[config.mk]
export PLATFORM = sky130hd
export DESIGN_NAME = hsr_seq
export DESIGN_NICKNAME = d
export VERILOG_FILES = /design/src/rtl/core/hsr_pkg.sv /design/src/rtl/core/hsr_seq.sv
export SDC_FILE = /design/constraint.sdc
export NUM_CORES = 1
export LEC_CHECK = 0
export ABC_AREA = 1
export BUFFER_PORTS_ARGS = -buffer_cell sky130_fd_sc_hd__buf_2
export CAP_MARGIN = 0
export CELL_PAD_IN_SITES_DETAIL_PLACEMENT = 1
export CELL_PAD_IN_SITES_GLOBAL_PLACEMENT = 1
export CORE_MARGIN = 1.5
export CORE_UTILIZATION = 40
export CTS_BUF_LIST = sky130_fd_sc_hd__clkbuf_8
export CTS_CLUSTER_DIAMETER = 30
export CTS_CLUSTER_SIZE = 16
export DETAILED_ROUTE_END_ITERATION = 8
export PLACE_DENSITY = 0.76
export RECOVER_POWER = 100
export SLEW_MARGIN = 10
export SYNTH_ARGS = -nofsm -noshare
export SYNTH_HDL_FRONTEND = slang
export SYNTH_SLANG_ARGS = --single-unit
export TNS_END_PERCENT = 30
[constraint.sdc]
create_clock -name i_clk -period 3.2 [get_ports i_clk]
set_input_delay 0.48 -clock i_clk [delete_from_list [all_inputs] [get_ports i_clk]]
set_output_delay 0.48 -clock i_clk [all_outputs]
set_load 0.01 [all_outputs]
[src/rtl/core/hsr_pkg.sv]
// Shared types and constants of the hash slot rebalancer.
// Holds field widths, result codes, micro-op and jump codes, and the control store.
package hsr_pkg;

    localparam int ACT_W = 2;
    localparam int SID_W = 4;
    localparam int IDX_W = 10;
    localparam int ST_W  = 2;
    localparam int OWN_W = 4;
    localparam int CNT_W = 4;

    localparam logic [ACT_W-1:0] ACT_ADD    = 2'd0;
    localparam logic [ACT_W-1:0] ACT_REMOVE = 2'd1;
    localparam logic [ACT_W-1:0] ACT_READ   = 2'd2;

    localparam logic [ST_W-1:0] ST_OK      = 2'd0;
    localparam logic [ST_W-1:0] ST_FULL    = 2'd1;
    localparam logic [ST_W-1:0] ST_UNKNOWN = 2'd2;

    typedef enum logic [4:0] {
        U_NONE,
        U_ACCEPT,
        U_RES_ZERO,
        U_RD_ADDR,
        U_RD_DATA,
        U_ADD_CHK,
        U_MUL_ADD,
        U_MUL_REM,
        U_DIV_START,
        U_SET_QUOTA,
        U_SET_SHARE,
        U_SCAN_STEAL,
        U_SCAN_FILL,
        U_SCAN_GIVE,
        U_SCAN_CLEAR,
        U_COMMIT_ADD,
        U_REM_CHK,
        U_COMMIT_REM,
        U_POST
    } t_uop;

    typedef enum logic [3:0] {
        C_NEXT,
        C_ALWAYS,
        C_NO_ACC,
        C_ACT_ADD,
        C_ACT_REM,
        C_ACT_RD,
        C_FULL,
        C_CNT_ZERO,
        C_CNT_ONE,
        C_BAD_ID,
        C_DIV_BUSY,
        C_SCAN_MORE,
        C_OUT_FREE
    } t_cond;

    typedef logic [4:0] t_step;

    typedef struct packed {
        t_uop  uop;
        t_cond cond;
        t_step target;
    } t_ctrl;

    typedef struct packed {
        logic acc;
        logic act_add;
        logic act_rem;
        logic act_rd;
        logic full;
        logic cnt_zero;
        logic cnt_one;
        logic bad_id;
        logic div_busy;
        logic scan_more;
        logic out_free;
    } t_flags;

    typedef struct packed {
        logic [ST_W-1:0]  status;
        logic [OWN_W-1:0] owner;
        logic [CNT_W-1:0] count;
    } t_res;

    localparam t_step P_IDLE       = 5'd0;
    localparam t_step P_DEC_ADD    = 5'd1;
    localparam t_step P_DEC_REM    = 5'd2;
    localparam t_step P_DEC_RD     = 5'd3;
    localparam t_step P_NOP_ACT    = 5'd4;
    localparam t_step P_RD_ADDR    = 5'd5;
    localparam t_step P_RD_DATA    = 5'd6;
    localparam t_step P_ADD_CHK    = 5'd7;
    localparam t_step P_ADD_FIRST  = 5'd8;
    localparam t_step P_ADD_MUL    = 5'd9;
    localparam t_step P_ADD_DIV    = 5'd10;
    localparam t_step P_ADD_WAIT   = 5'd11;
    localparam t_step P_ADD_QUOTA  = 5'd12;
    localparam t_step P_ADD_STEAL  = 5'd13;
    localparam t_step P_ADD_DRAIN  = 5'd14;
    localparam t_step P_ADD_FILL   = 5'd15;
    localparam t_step P_ADD_COMMIT = 5'd16;
    localparam t_step P_REM_CHK    = 5'd17;
    localparam t_step P_REM_LAST   = 5'd18;
    localparam t_step P_REM_MUL    = 5'd19;
    localparam t_step P_REM_DIV    = 5'd20;
    localparam t_step P_REM_WAIT   = 5'd21;
    localparam t_step P_REM_SHARE  = 5'd22;
    localparam t_step P_REM_GIVE   = 5'd23;
    localparam t_step P_REM_DRAIN  = 5'd24;
    localparam t_step P_REM_CLEAR  = 5'd25;
    localparam t_step P_REM_COMMIT = 5'd26;
    localparam t_step P_POST       = 5'd27;
    localparam t_step P_POST_WAIT  = 5'd28;
    localparam t_step P_BOOT       = 5'd29;
    localparam t_step P_BOOT_DRAIN = 5'd30;

    function automatic t_ctrl cw(input t_uop u, input t_cond c, input t_step t);
        t_ctrl w;
        w.uop    = u;
        w.cond   = c;
        w.target = t;
        return w;
    endfunction

    function automatic t_ctrl ucode(input t_step step);
        t_ctrl w;
        case (step)
            P_IDLE:       w = cw(U_ACCEPT,     C_NO_ACC,    P_IDLE);
            P_DEC_ADD:    w = cw(U_NONE,       C_ACT_ADD,   P_ADD_CHK);
            P_DEC_REM:    w = cw(U_NONE,       C_ACT_REM,   P_REM_CHK);
            P_DEC_RD:     w = cw(U_NONE,       C_ACT_RD,    P_RD_ADDR);
            P_NOP_ACT:    w = cw(U_RES_ZERO,   C_ALWAYS,    P_POST);
            P_RD_ADDR:    w = cw(U_RD_ADDR,    C_NEXT,      P_IDLE);
            P_RD_DATA:    w = cw(U_RD_DATA,    C_ALWAYS,    P_POST);
            P_ADD_CHK:    w = cw(U_ADD_CHK,    C_FULL,      P_POST);
            P_ADD_FIRST:  w = cw(U_NONE,       C_CNT_ZERO,  P_ADD_FILL);
            P_ADD_MUL:    w = cw(U_MUL_ADD,    C_NEXT,      P_IDLE);
            P_ADD_DIV:    w = cw(U_DIV_START,  C_NEXT,      P_IDLE);
            P_ADD_WAIT:   w = cw(U_NONE,       C_DIV_BUSY,  P_ADD_WAIT);
            P_ADD_QUOTA:  w = cw(U_SET_QUOTA,  C_NEXT,      P_IDLE);
            P_ADD_STEAL:  w = cw(U_SCAN_STEAL, C_SCAN_MORE, P_ADD_STEAL);
            P_ADD_DRAIN:  w = cw(U_NONE,       C_ALWAYS,    P_ADD_COMMIT);
            P_ADD_FILL:   w = cw(U_SCAN_FILL,  C_SCAN_MORE, P_ADD_FILL);
            P_ADD_COMMIT: w = cw(U_COMMIT_ADD, C_ALWAYS,    P_POST);
            P_REM_CHK:    w = cw(U_REM_CHK,    C_BAD_ID,    P_POST);
            P_REM_LAST:   w = cw(U_NONE,       C_CNT_ONE,   P_REM_CLEAR);
            P_REM_MUL:    w = cw(U_MUL_REM,    C_NEXT,      P_IDLE);
            P_REM_DIV:    w = cw(U_DIV_START,  C_NEXT,      P_IDLE);
            P_REM_WAIT:   w = cw(U_NONE,       C_DIV_BUSY,  P_REM_WAIT);
            P_REM_SHARE:  w = cw(U_SET_SHARE,  C_NEXT,      P_IDLE);
            P_REM_GIVE:   w = cw(U_SCAN_GIVE,  C_SCAN_MORE, P_REM_GIVE);
            P_REM_DRAIN:  w = cw(U_NONE,       C_ALWAYS,    P_REM_COMMIT);
            P_REM_CLEAR:  w = cw(U_SCAN_CLEAR, C_SCAN_MORE, P_REM_CLEAR);
            P_REM_COMMIT: w = cw(U_COMMIT_REM, C_ALWAYS,    P_POST);
            P_POST:       w = cw(U_POST,       C_OUT_FREE,  P_IDLE);
            P_POST_WAIT:  w = cw(U_NONE,       C_ALWAYS,    P_POST);
            P_BOOT:       w = cw(U_SCAN_CLEAR, C_SCAN_MORE, P_BOOT);
            P_BOOT_DRAIN: w = cw(U_NONE,       C_ALWAYS,    P_IDLE);
            default:      w = cw(U_NONE,       C_ALWAYS,    P_IDLE);
        endcase
        return w;
    endfunction

endpackage

[src/rtl/core/hsr_seq.sv]
// Micro-sequencer: step counter over the control store with conditional jumps.
// Uses hsr_pkg for the control store and the jump codes.
module hsr_seq (
    input  logic            i_clk,
    input  logic            i_rst_n,
    input  hsr_pkg::t_flags i_flags,
    output hsr_pkg::t_uop   o_uop
);
    import hsr_pkg::*;

    t_step r_step;
    t_step n_step;
    t_ctrl w_ctrl;
    logic  w_take;

    assign w_ctrl = ucode(r_step);

    always_comb begin
        case (w_ctrl.cond)
            C_NEXT:      w_take = 1'b0;
            C_ALWAYS:    w_take = 1'b1;
            C_NO_ACC:    w_take = !i_flags.acc;
            C_ACT_ADD:   w_take = i_flags.act_add;
            C_ACT_REM:   w_take = i_flags.act_rem;
            C_ACT_RD:    w_take = i_flags.act_rd;
            C_FULL:      w_take = i_flags.full;
            C_CNT_ZERO:  w_take = i_flags.cnt_zero;
            C_CNT_ONE:   w_take = i_flags.cnt_one;
            C_BAD_ID:    w_take = i_flags.bad_id;
            C_DIV_BUSY:  w_take = i_flags.div_busy;
            C_SCAN_MORE: w_take = i_flags.scan_more;
            C_OUT_FREE:  w_take = i_flags.out_free;
            default:     w_take = 1'b0;
        endcase
        n_step = w_take ? w_ctrl.target : r_step + 1'b1;
    end

    always_ff @(posedge i_clk) begin
        if (!i_rst_n) begin
            r_step <= P_BOOT;
        end else begin
            r_step <= n_step;
        end
    end

    assign o_uop = w_ctrl.uop;

endmodule

==> impl_metrics.csv, run 1 <==
group,metric,value,unit
status,status,"complete, no violations",
clocking,ctsHoldBuffers,0,
global_routing,grt_pass1_vias,1521,
synth,syn_nets,262,
critical_path,startpoint,"w_ctrl[6]",
run,drv_cap,0,
global_routing,overflow,0,
critical_path,critPathRequiredTime,3.32,ns
clocking,cts_resized,0,
critical_path,cp_common_cell,"nand3_1",
clocking,tritoncts,"done",
synth,ys_warn_count,0,
synth,synth.avg_cell_area,6.69,µm²
critical_path,end_kind,"flop",
cells_and_area,final_cells,294,
die,io_pins,18,
cells_and_area,drive_above_1_share,13.0,%
synth,ys_seq_area_share,23.9,%
placement,place_congestion,0.835,
global_routing,grt_pass1_wl,6980,µm
clocking,clockBufferDepth,2,
drt,drcViolationCount,0,
critical_path,arrival,2.90,ns
min_path,hold_end,"r_step[0]",
sta,fin_worst_skew,0.00145,ns
die,std_cell_rows,22,
sta,fmax,0.360,GHz
cells_and_area,area_delta_synth_final,4.16,%
clocking,numCtsBuffers,3,
clocking,clk_latency,0.25,ns
sta,hold_viol_final,0,
cells_and_area,n_antenna_cell,0,
sta,worst_slew_margin_rel,56.8,%
min_path,min_path_type,"reg -> reg",
critical_path,slowest_delay,0.56,ns
placement,hpwl,3260,µm
drt,drt_iter0_drc,51,
critical_path,reg2reg_depth,11,
drt,dr_total_vias,1528,
clocking,root_buffer,"clkbuf_8",
critical_path,reg2reg_slack,0.42,ns
sta,setup_tns,0,ns
die,chipHeight,66.1,µm
drt,drt-vias-per-instance,5.20,
sta,rsz0062_at_grt,"no",
critical_path,rr_endpoint,"w_ctrl[8]",
sta,min_period,2.78,ns
die,die_w,66.1,µm
critical_path,path_max_fanout,15,
critical_path,critical_path_class,"reg -> reg",
drt,drtPass1Iterations,4,
placement,dp.cells,290,
min_path,hold_depth,2,
die,core_area,3740,µm²
synth,netlist_area,1590,µm²
drt,ant_nets,0,
sta,worst_pin_slew,0.645,ns
clocking,clock-sinks,19,
clocking,htree_levels,1,
global_routing,grt_antenna_before_repair,0,
placement,port_buffers,17,
synth,synth_cell_type_count,25,
die,dieArea,4370,µm²
clocking,post_cts.repair.setup_buffers,0,
min_path,worstHoldStart,"w_ctrl[0]",
cells_and_area,fillers,522,
critical_path,startpoint_type,"flop",
cells_and_area,final_net_count,271,
cells_and_area,final_cell_mix,"80 x nand2_1, 39 x nand3_1, 22 x inv_1",
critical_path,r2r_start,"w_ctrl[6]",
synth,synthCells,238,
synth,synth-seq-cells,19,
global_routing,grt_max_degree,24,
clocking,path_clk_slew,0.07,ns
critical_path,cp_slowest_cell,"inv_1",
drt,wl,4260,µm
critical_path,crit_path_cell_trace,"inv_1 > nand3_1 > nand4_1 > nand2_1 > nand2_4 > nand2_1 > nand3_1 > inv_1 > nor2_1 > nand3_1 > nand3_1",
die,start_util,42.5,%
cells_and_area,layout_commonest_cell,"nand2_1",
sta,fin_crit_sh,86.8,%
sta,setup_viol,0,
drt,wire_per_inst,14.5,µm
sta,drv_slew,0,
global_routing,grt.total_usage,20.8,%
[stage by stage]
step	utilization (%)	hold WS [ns]	worst slack, ns	area [µm²]
floorplan	-	0.440	0.885	1590
global placement	43.8	0.490	0.511	1640
detailed placement	43.8	0.503	0.402	1640
CTS	45.0	0.517	0.498	1690
global route	44.3	0.545	0.209	1660
finish	44.3	0.505	0.422	1660
[cells by family (layout without fill, tap and decap cells)]
family,count (synthesis),count (layout),synth area share [%]
compound gates,11,11,3.46
flops,19,19,23.9
fa+ha+maj,11,11,8.64
xor+xnor,3,3,1.65
buf+inv,36,44,11.5
simple gates,158,158,50.8
[layer usage]
layer | global-route usage, % | routed length, µm
met1 | 27.3 | 1960
met4 | 4.59 | 41
met2 | 37.0 | 2170
met5 | 0 | 0
met3 | 1.53 | 83
[cell type report]
class	instances	area, µm²	share of cell area (%)
Clock buffer	3	41.3	2.49
Inverter	23	86.3	5.20
Tap cell	48	60.1	3.62
Multi-Input combinational cell	183	1010	60.8
Sequential cell	19	380	22.9
Timing Repair Buffer	17	78.8	4.75
Clock inverter	1	3.75	0.226
[critical path, delay by kind of cell, from the launching register on]
family        cells  cell delay [ns]
flops             1             0.45
simple gates      9             1.54
buf+inv           2             0.65
[sequential cells by signal (all words and copies together) (netlist names)]
name    cells
r_step      5
w_ctrl     14
[Yosys cell counts]
| cell | instances | area [µm²] |
|---|---|---|
| nand2_4 | 1 | 11.3 |
| nand4_1 | 9 | 56.3 |
| xnor2_1 | 1 | 8.76 |
| inv_2 | 3 | 11.3 |
| nand3_2 | 1 | 10.0 |
| nand3_4 | 4 | 70.1 |
| nand2_8 | 1 | 20.0 |
| xor2_1 | 2 | 17.5 |
| buf_4 | 6 | 45.0 |
| clkbuf_1 | 1 | 3.75 |
| ha_1 | 11 | 138 |
| nand3_1 | 38 | 190 |
| nor2_1 | 12 | 45.0 |
| o21ai_1 | 3 | 15.0 |
| nand3b_1 | 2 | 15.0 |
| nand2_2 | 6 | 37.5 |
| nor2_8 | 1 | 20.0 |
| a21oi_1 | 5 | 25.0 |
| inv_1 | 20 | 75.1 |
| dfxtp_1 | 19 | 380 |
| nor2_4 | 3 | 33.8 |
| o21ai_0 | 3 | 15.0 |
| nand2_1 | 80 | 300 |
| buf_2 | 3 | 15.0 |
| buf_6 | 3 | 33.8 |
[how the worst max path moves through the flow]
stage | depth (start not counted) | to
2_1_floorplan | 19 | w_ctrl[1]
3_3_place_gp | 20 | w_ctrl[1]
3_5_place_dp | 20 | w_ctrl[1]
4_1_cts | 16 | w_ctrl[1]
5_1_grt | 11 | w_ctrl[11]
6_report | 11 | w_ctrl[8]
Power of run 1 is left out: the tool's default activity adds up to more than one toggle a clock period on the data nets, which glitch-free logic cannot reach.
==> run 2, diff against run 1 <==
--- a/config.mk
+++ b/config.mk
@@ -12,2 +12,3 @@
 export CELL_PAD_IN_SITES_GLOBAL_PLACEMENT = 1
+export CORE_ASPECT_RATIO = 1.2
 export CORE_MARGIN = 1.5
==> constraint.sdc (replaced) <==
create_clock -name i_clk -period 3.2 [get_ports i_clk]
set_input_delay 0.32 -clock i_clk [delete_from_list [all_inputs] [get_ports i_clk]]
set_output_delay 0.32 -clock i_clk [all_outputs]
set_load 0.01 [all_outputs]
==> run 2 against run 1 <==
Routed wire length up 3.8%. Cell count increased by 1.4%. Worst hold slack worse by 0.053 ns. Clock skew about the same. Maximum frequency is 1.6% higher. Global-route usage rose by 1.7 points. First-iteration DRC count is 2.0% higher. Flip-flop and latch count did not move. Critical path type unchanged. Sequential share of layout area rose by 0.16 points. Critical path depth rose by 2.
==> impl_metrics.csv, run 2 (same netlist as run 1, synthesis figures left out) <==
group,metric,value,unit
status,status,"complete, no violations",
min_path,hold_end,"r_step[0]",
die,dieArea,4370,µm²
critical_path,rr_endpoint,"w_ctrl[9]",
sta,fin_hold_ws,0.451,ns
clocking,ctsHoldBuffers,0,
drt,drtPass1Iterations,4,
critical_path,critPathRequiredTime,3.35,ns
cells_and_area,n_antenna_cell,0,
sta,fmax,0.366,GHz
drt,drt-vias-per-instance,5.05,
sta,hold_viol_final,0,
clocking,numCtsBuffers,3,
clocking,clock-sinks,19,
critical_path,startpoint,"w_ctrl[5]",
global_routing,grt_pass1_vias,1585,
critical_path,reg2reg_depth,13,
placement,post-place-ws,0.553,ns
critical_path,path_max_fanout,15,
die,die_w,60.6,µm
placement,dp.cells,294,
die,chipHeight,72.1,µm
drt,dr_total_vias,1504,
clocking,clockBufferDepth,2,
cells_and_area,fillers,548,
sta,worst_slew_margin_rel,56.2,%
run,drv_cap,0,
drt,drcViolationCount,0,
placement,hpwl,3350,µm
critical_path,reg2reg_slack,0.46,ns
clocking,cts_resized,0,
critical_path,critical_path_class,"reg -> reg",
min_path,min_path_type,"in -> reg",
die,std_cell_rows,24,
critical_path,r2r_start,"w_ctrl[5]",
die,io_pins,18,
sta,rsz0062_at_grt,"no",
sta,drv_slew,0,
cells_and_area,final_cell_mix,"81 x nand2_1, 39 x nand3_1, 22 x inv_1",
global_routing,grt.total_usage,22.5,%
drt,ant_nets,0,
sta,setup_tns,0,ns
critical_path,arrival,2.88,ns
cells_and_area,area_delta_synth_final,3.46,%
sta,fin_ws,0.465,ns
cells_and_area,layout_commonest_cell,"nand2_1",
critical_path,end_kind,"flop",
clocking,path_clk_slew,0.07,ns
sta,min_period,2.74,ns
critical_path,startpoint_type,"flop",
global_routing,grt_antenna_before_repair,0,
cells_and_area,drive_above_1_share,12.6,%
drt,drt_iter0_drc,52,
cells_and_area,final_net_count,271,
sta,worst_pin_slew,0.655,ns
clocking,root_buffer,"clkbuf_8",
placement,place_congestion,0.803,
drt,wl,4420,µm
cells_and_area,largest_reg_flops,14,
min_path,worstHoldStart,"i_rst_n",
sta,setup_viol,0,
clocking,clk_latency,0.25,ns
clocking,tritoncts,"done",
global_routing,grt_pass1_wl,7420,µm
sta,fin_crit_sh,85.5,%
min_path,hold_depth,2,
cells_and_area,final_cells,298,
clocking,htree_levels,1,
die,start_util,42.8,%
global_routing,overflow,0,
clocking,post_cts.repair.setup_buffers,0,
global_routing,grt_max_degree,24,
sta,fin_worst_skew,0.00150,ns
die,core_area,3720,µm²
drt,wire_per_inst,14.8,µm
placement,port_buffers,17,
==> run 2: through the flow <==
stage / util (%) / instance area, µm²
finish: 44.3 / 1650
global route: 44.3 / 1650
global placement: 44.2 / 1650
CTS: 45.4 / 1690
detailed placement: 44.2 / 1650
floorplan: - / 1590
==> run 2: worst max-delay path, cell delays in order, from the launching register on <==
cell	delay [ns]
dfxtp_1	0.42
inv_1	0.10
nand3_1	0.07
nand2_1	0.06
nand2_1	0.05
nand2_1	0.13
nor2_8	0.17
nand2_4	0.08
nand2_1	0.07
nand3_1	0.46
inv_1	0.56
nor2_1	0.17
a21oi_1	0.20
nand2_1	0.08
==> run 2: final cells by class <==
cell class | instances | area [µm²] | share of cell area [%]
Inverter | 23 | 86.3 | 5.24
Timing Repair Buffer | 17 | 78.8 | 4.78
Clock buffer | 3 | 41.3 | 2.51
Sequential cell | 19 | 380 | 23.1
Multi-Input combinational cell | 183 | 992 | 60.2
Clock inverter | 1 | 3.75 | 0.228
Tap cell | 52 | 65.1 | 3.95
==> run 2: per-layer routing <==
layer,track usage (%),part of all wire [%]
met1,28.7,46
met2,39.7,51
met3,2.14,1.7
met4,5.80,1.6
met5,0,0
==> run 2: worst max-delay path by stage <==
stage | to | cells past startpoint
5_1_grt | w_ctrl[9] | 13
4_1_cts | w_ctrl[1] | 18
6_report | w_ctrl[9] | 13
3_3_place_gp | w_ctrl[1] | 18
3_5_place_dp | w_ctrl[1] | 18
2_1_floorplan | w_ctrl[1] | 18
Power of run 2 is left out for the same reason.
==> run 3, diff against run 2 <==
PLACE_DENSITY = unset   (was 0.76)
PLACE_DENSITY_LB_ADDON = 0.1   (was unset)
==> run 3 against run 2 <==
Worst hold slack lost 0.0098 ns. Clock skew barely moved. Flip-flop and latch count is the same. Critical endpoint is now w_ctrl[1]. Largest cell class unchanged.
==> impl_metrics.csv, run 3 (same netlist as run 1, synthesis figures left out) <==
group,metric,value,unit
status,status,"complete, no violations",
clocking,tritoncts,"done",
die,chipHeight,72.1,µm
cells_and_area,layout_commonest_cell,"nand2_1",
critical_path,end_kind,"flop",
global_routing,grt_pass1_wl,7390,µm
sta,min_period,2.78,ns
placement,post_dp_cell_area,1650,µm²
global_routing,grt.total_usage,22.5,%
die,start_util,42.8,%
cells_and_area,final_area,1640,µm²
cells_and_area,area_delta_synth_final,2.98,%
critical_path,path_max_fanout,23,
clocking,post_cts.repair.setup_buffers,0,
clocking,cts_resized,0,
clocking,clockBufferDepth,2,
cells_and_area,largest_reg_flops,14,
drt,wl,4270,µm
die,core_area,3720,µm²
placement,hpwl,3340,µm
drt,drcViolationCount,0,
drt,dr_total_vias,1536,
die,std_cell_rows,24,
sta,worst_slew_margin_rel,37.1,%
global_routing,overflow,0,
global_routing,grtUsageMet3,1.78,%
clocking,root_buffer,"clkbuf_8",
sta,fin_crit_sh,86.8,%
min_path,min_path_type,"in -> reg",
cells_and_area,drive_above_1_share,12.6,%
sta,fmax,0.360,GHz
clocking,numCtsBuffers,3,
critical_path,startpoint_type,"flop",
cells_and_area,final_net_count,271,
cells_and_area,final_cell_mix,"82 x nand2_1, 40 x nand3_1, 21 x inv_1",
drt,drt-vias-per-instance,5.15,
critical_path,critical_path_class,"reg -> reg",
clocking,ctsHoldBuffers,0,
global_routing,met1_usage,28.3,%
placement,port_buffers,17,
die,die_w,60.6,µm
sta,setup_tns,0,ns
drt,wire_per_inst,14.3,µm
cells_and_area,n_antenna_cell,0,
global_routing,grt_pass1_vias,1593,
clocking,clock-sinks,19,
drt,drt_iter0_drc,76,
drt,ant_nets,0,
clocking,htree_levels,1,
sta,drv_slew,0,
drt,drtPass1Iterations,4,
run,drv_cap,0,
placement,dp.cells,294,
sta,worst_pin_slew,0.940,ns
global_routing,grtUsageMet2,38.9,%
sta,hold_viol_final,0,
sta,rsz0062_at_grt,"no",
die,dieArea,4370,µm²
clocking,path_clk_slew,0.07,ns
sta,fin_ws,0.423,ns
critical_path,critPathRequiredTime,3.40,ns
critical_path,arrival,2.98,ns
clocking,clk_latency,0.26,ns
global_routing,grt_antenna_before_repair,0,
sta,fin_worst_skew,0.00199,ns
global_routing,grt_max_degree,24,
die,io_pins,18,
critical_path,reg2reg_slack,0.42,ns
cells_and_area,final_cells,298,
placement,place_congestion,0.810,
sta,setup_viol,0,
placement,post-place-ws,0.515,ns
global_routing,top_usage_layer,"met2",
==> run 3: final cells by class <==
type                       instances  area, µm²
fill                             535       2080
timing repair buffer              17       78.8
clock buffer                       3       41.3
clock inverter                     1       3.75
tap                               52       65.1
sequential                        19        380
inverter                          23       86.3
multi-input combinational        183        985
==> run 3: path summary, 6_finish.rpt <==
path,to,cells past startpoint,start
setup reg to reg,w_ctrl[1],14,w_ctrl[5]
hold / removal,r_step[0],2,i_rst_n
hold reg to reg,r_step[0],2,w_ctrl[0]
setup / recovery,w_ctrl[1],14,w_ctrl[5]
==> run 3: through the flow <==
step / hold WS, ns / utilization (%)
floorplan: 0.440 / -
global placement: 0.488 / 44.2
CTS: 0.464 / 45.4
detailed placement: 0.479 / 44.2
finish: 0.442 / 44.1
global route: 0.449 / 44.1
==> run 3: per-layer routing <==
metal / part of all wire, % / wire, µm / vias up
met1: 42 / 1780 / 719
li1: - / - / 779
met4: 2.5 / 107 / 0
met2: 53 / 2250 / 29
met3: 3.2 / 137 / 9
met5: 0 / 0 / -
==> run 3: critical path, stage by stage (launching register included) <==
cell	delay [ns]
dfxtp_1	0.42
inv_1	0.10
nand3_1	0.08
nand2_1	0.05
nand2_1	0.07
nand2_1	0.12
nor2_8	0.16
nand2_4	0.08
nand2_1	0.07
nand3_1	0.64
inv_2	0.54
nand3_1	0.16
nand2_1	0.09
nand2_1	0.05
nand2_1	0.08
Power of run 3 is left out for the same reason.
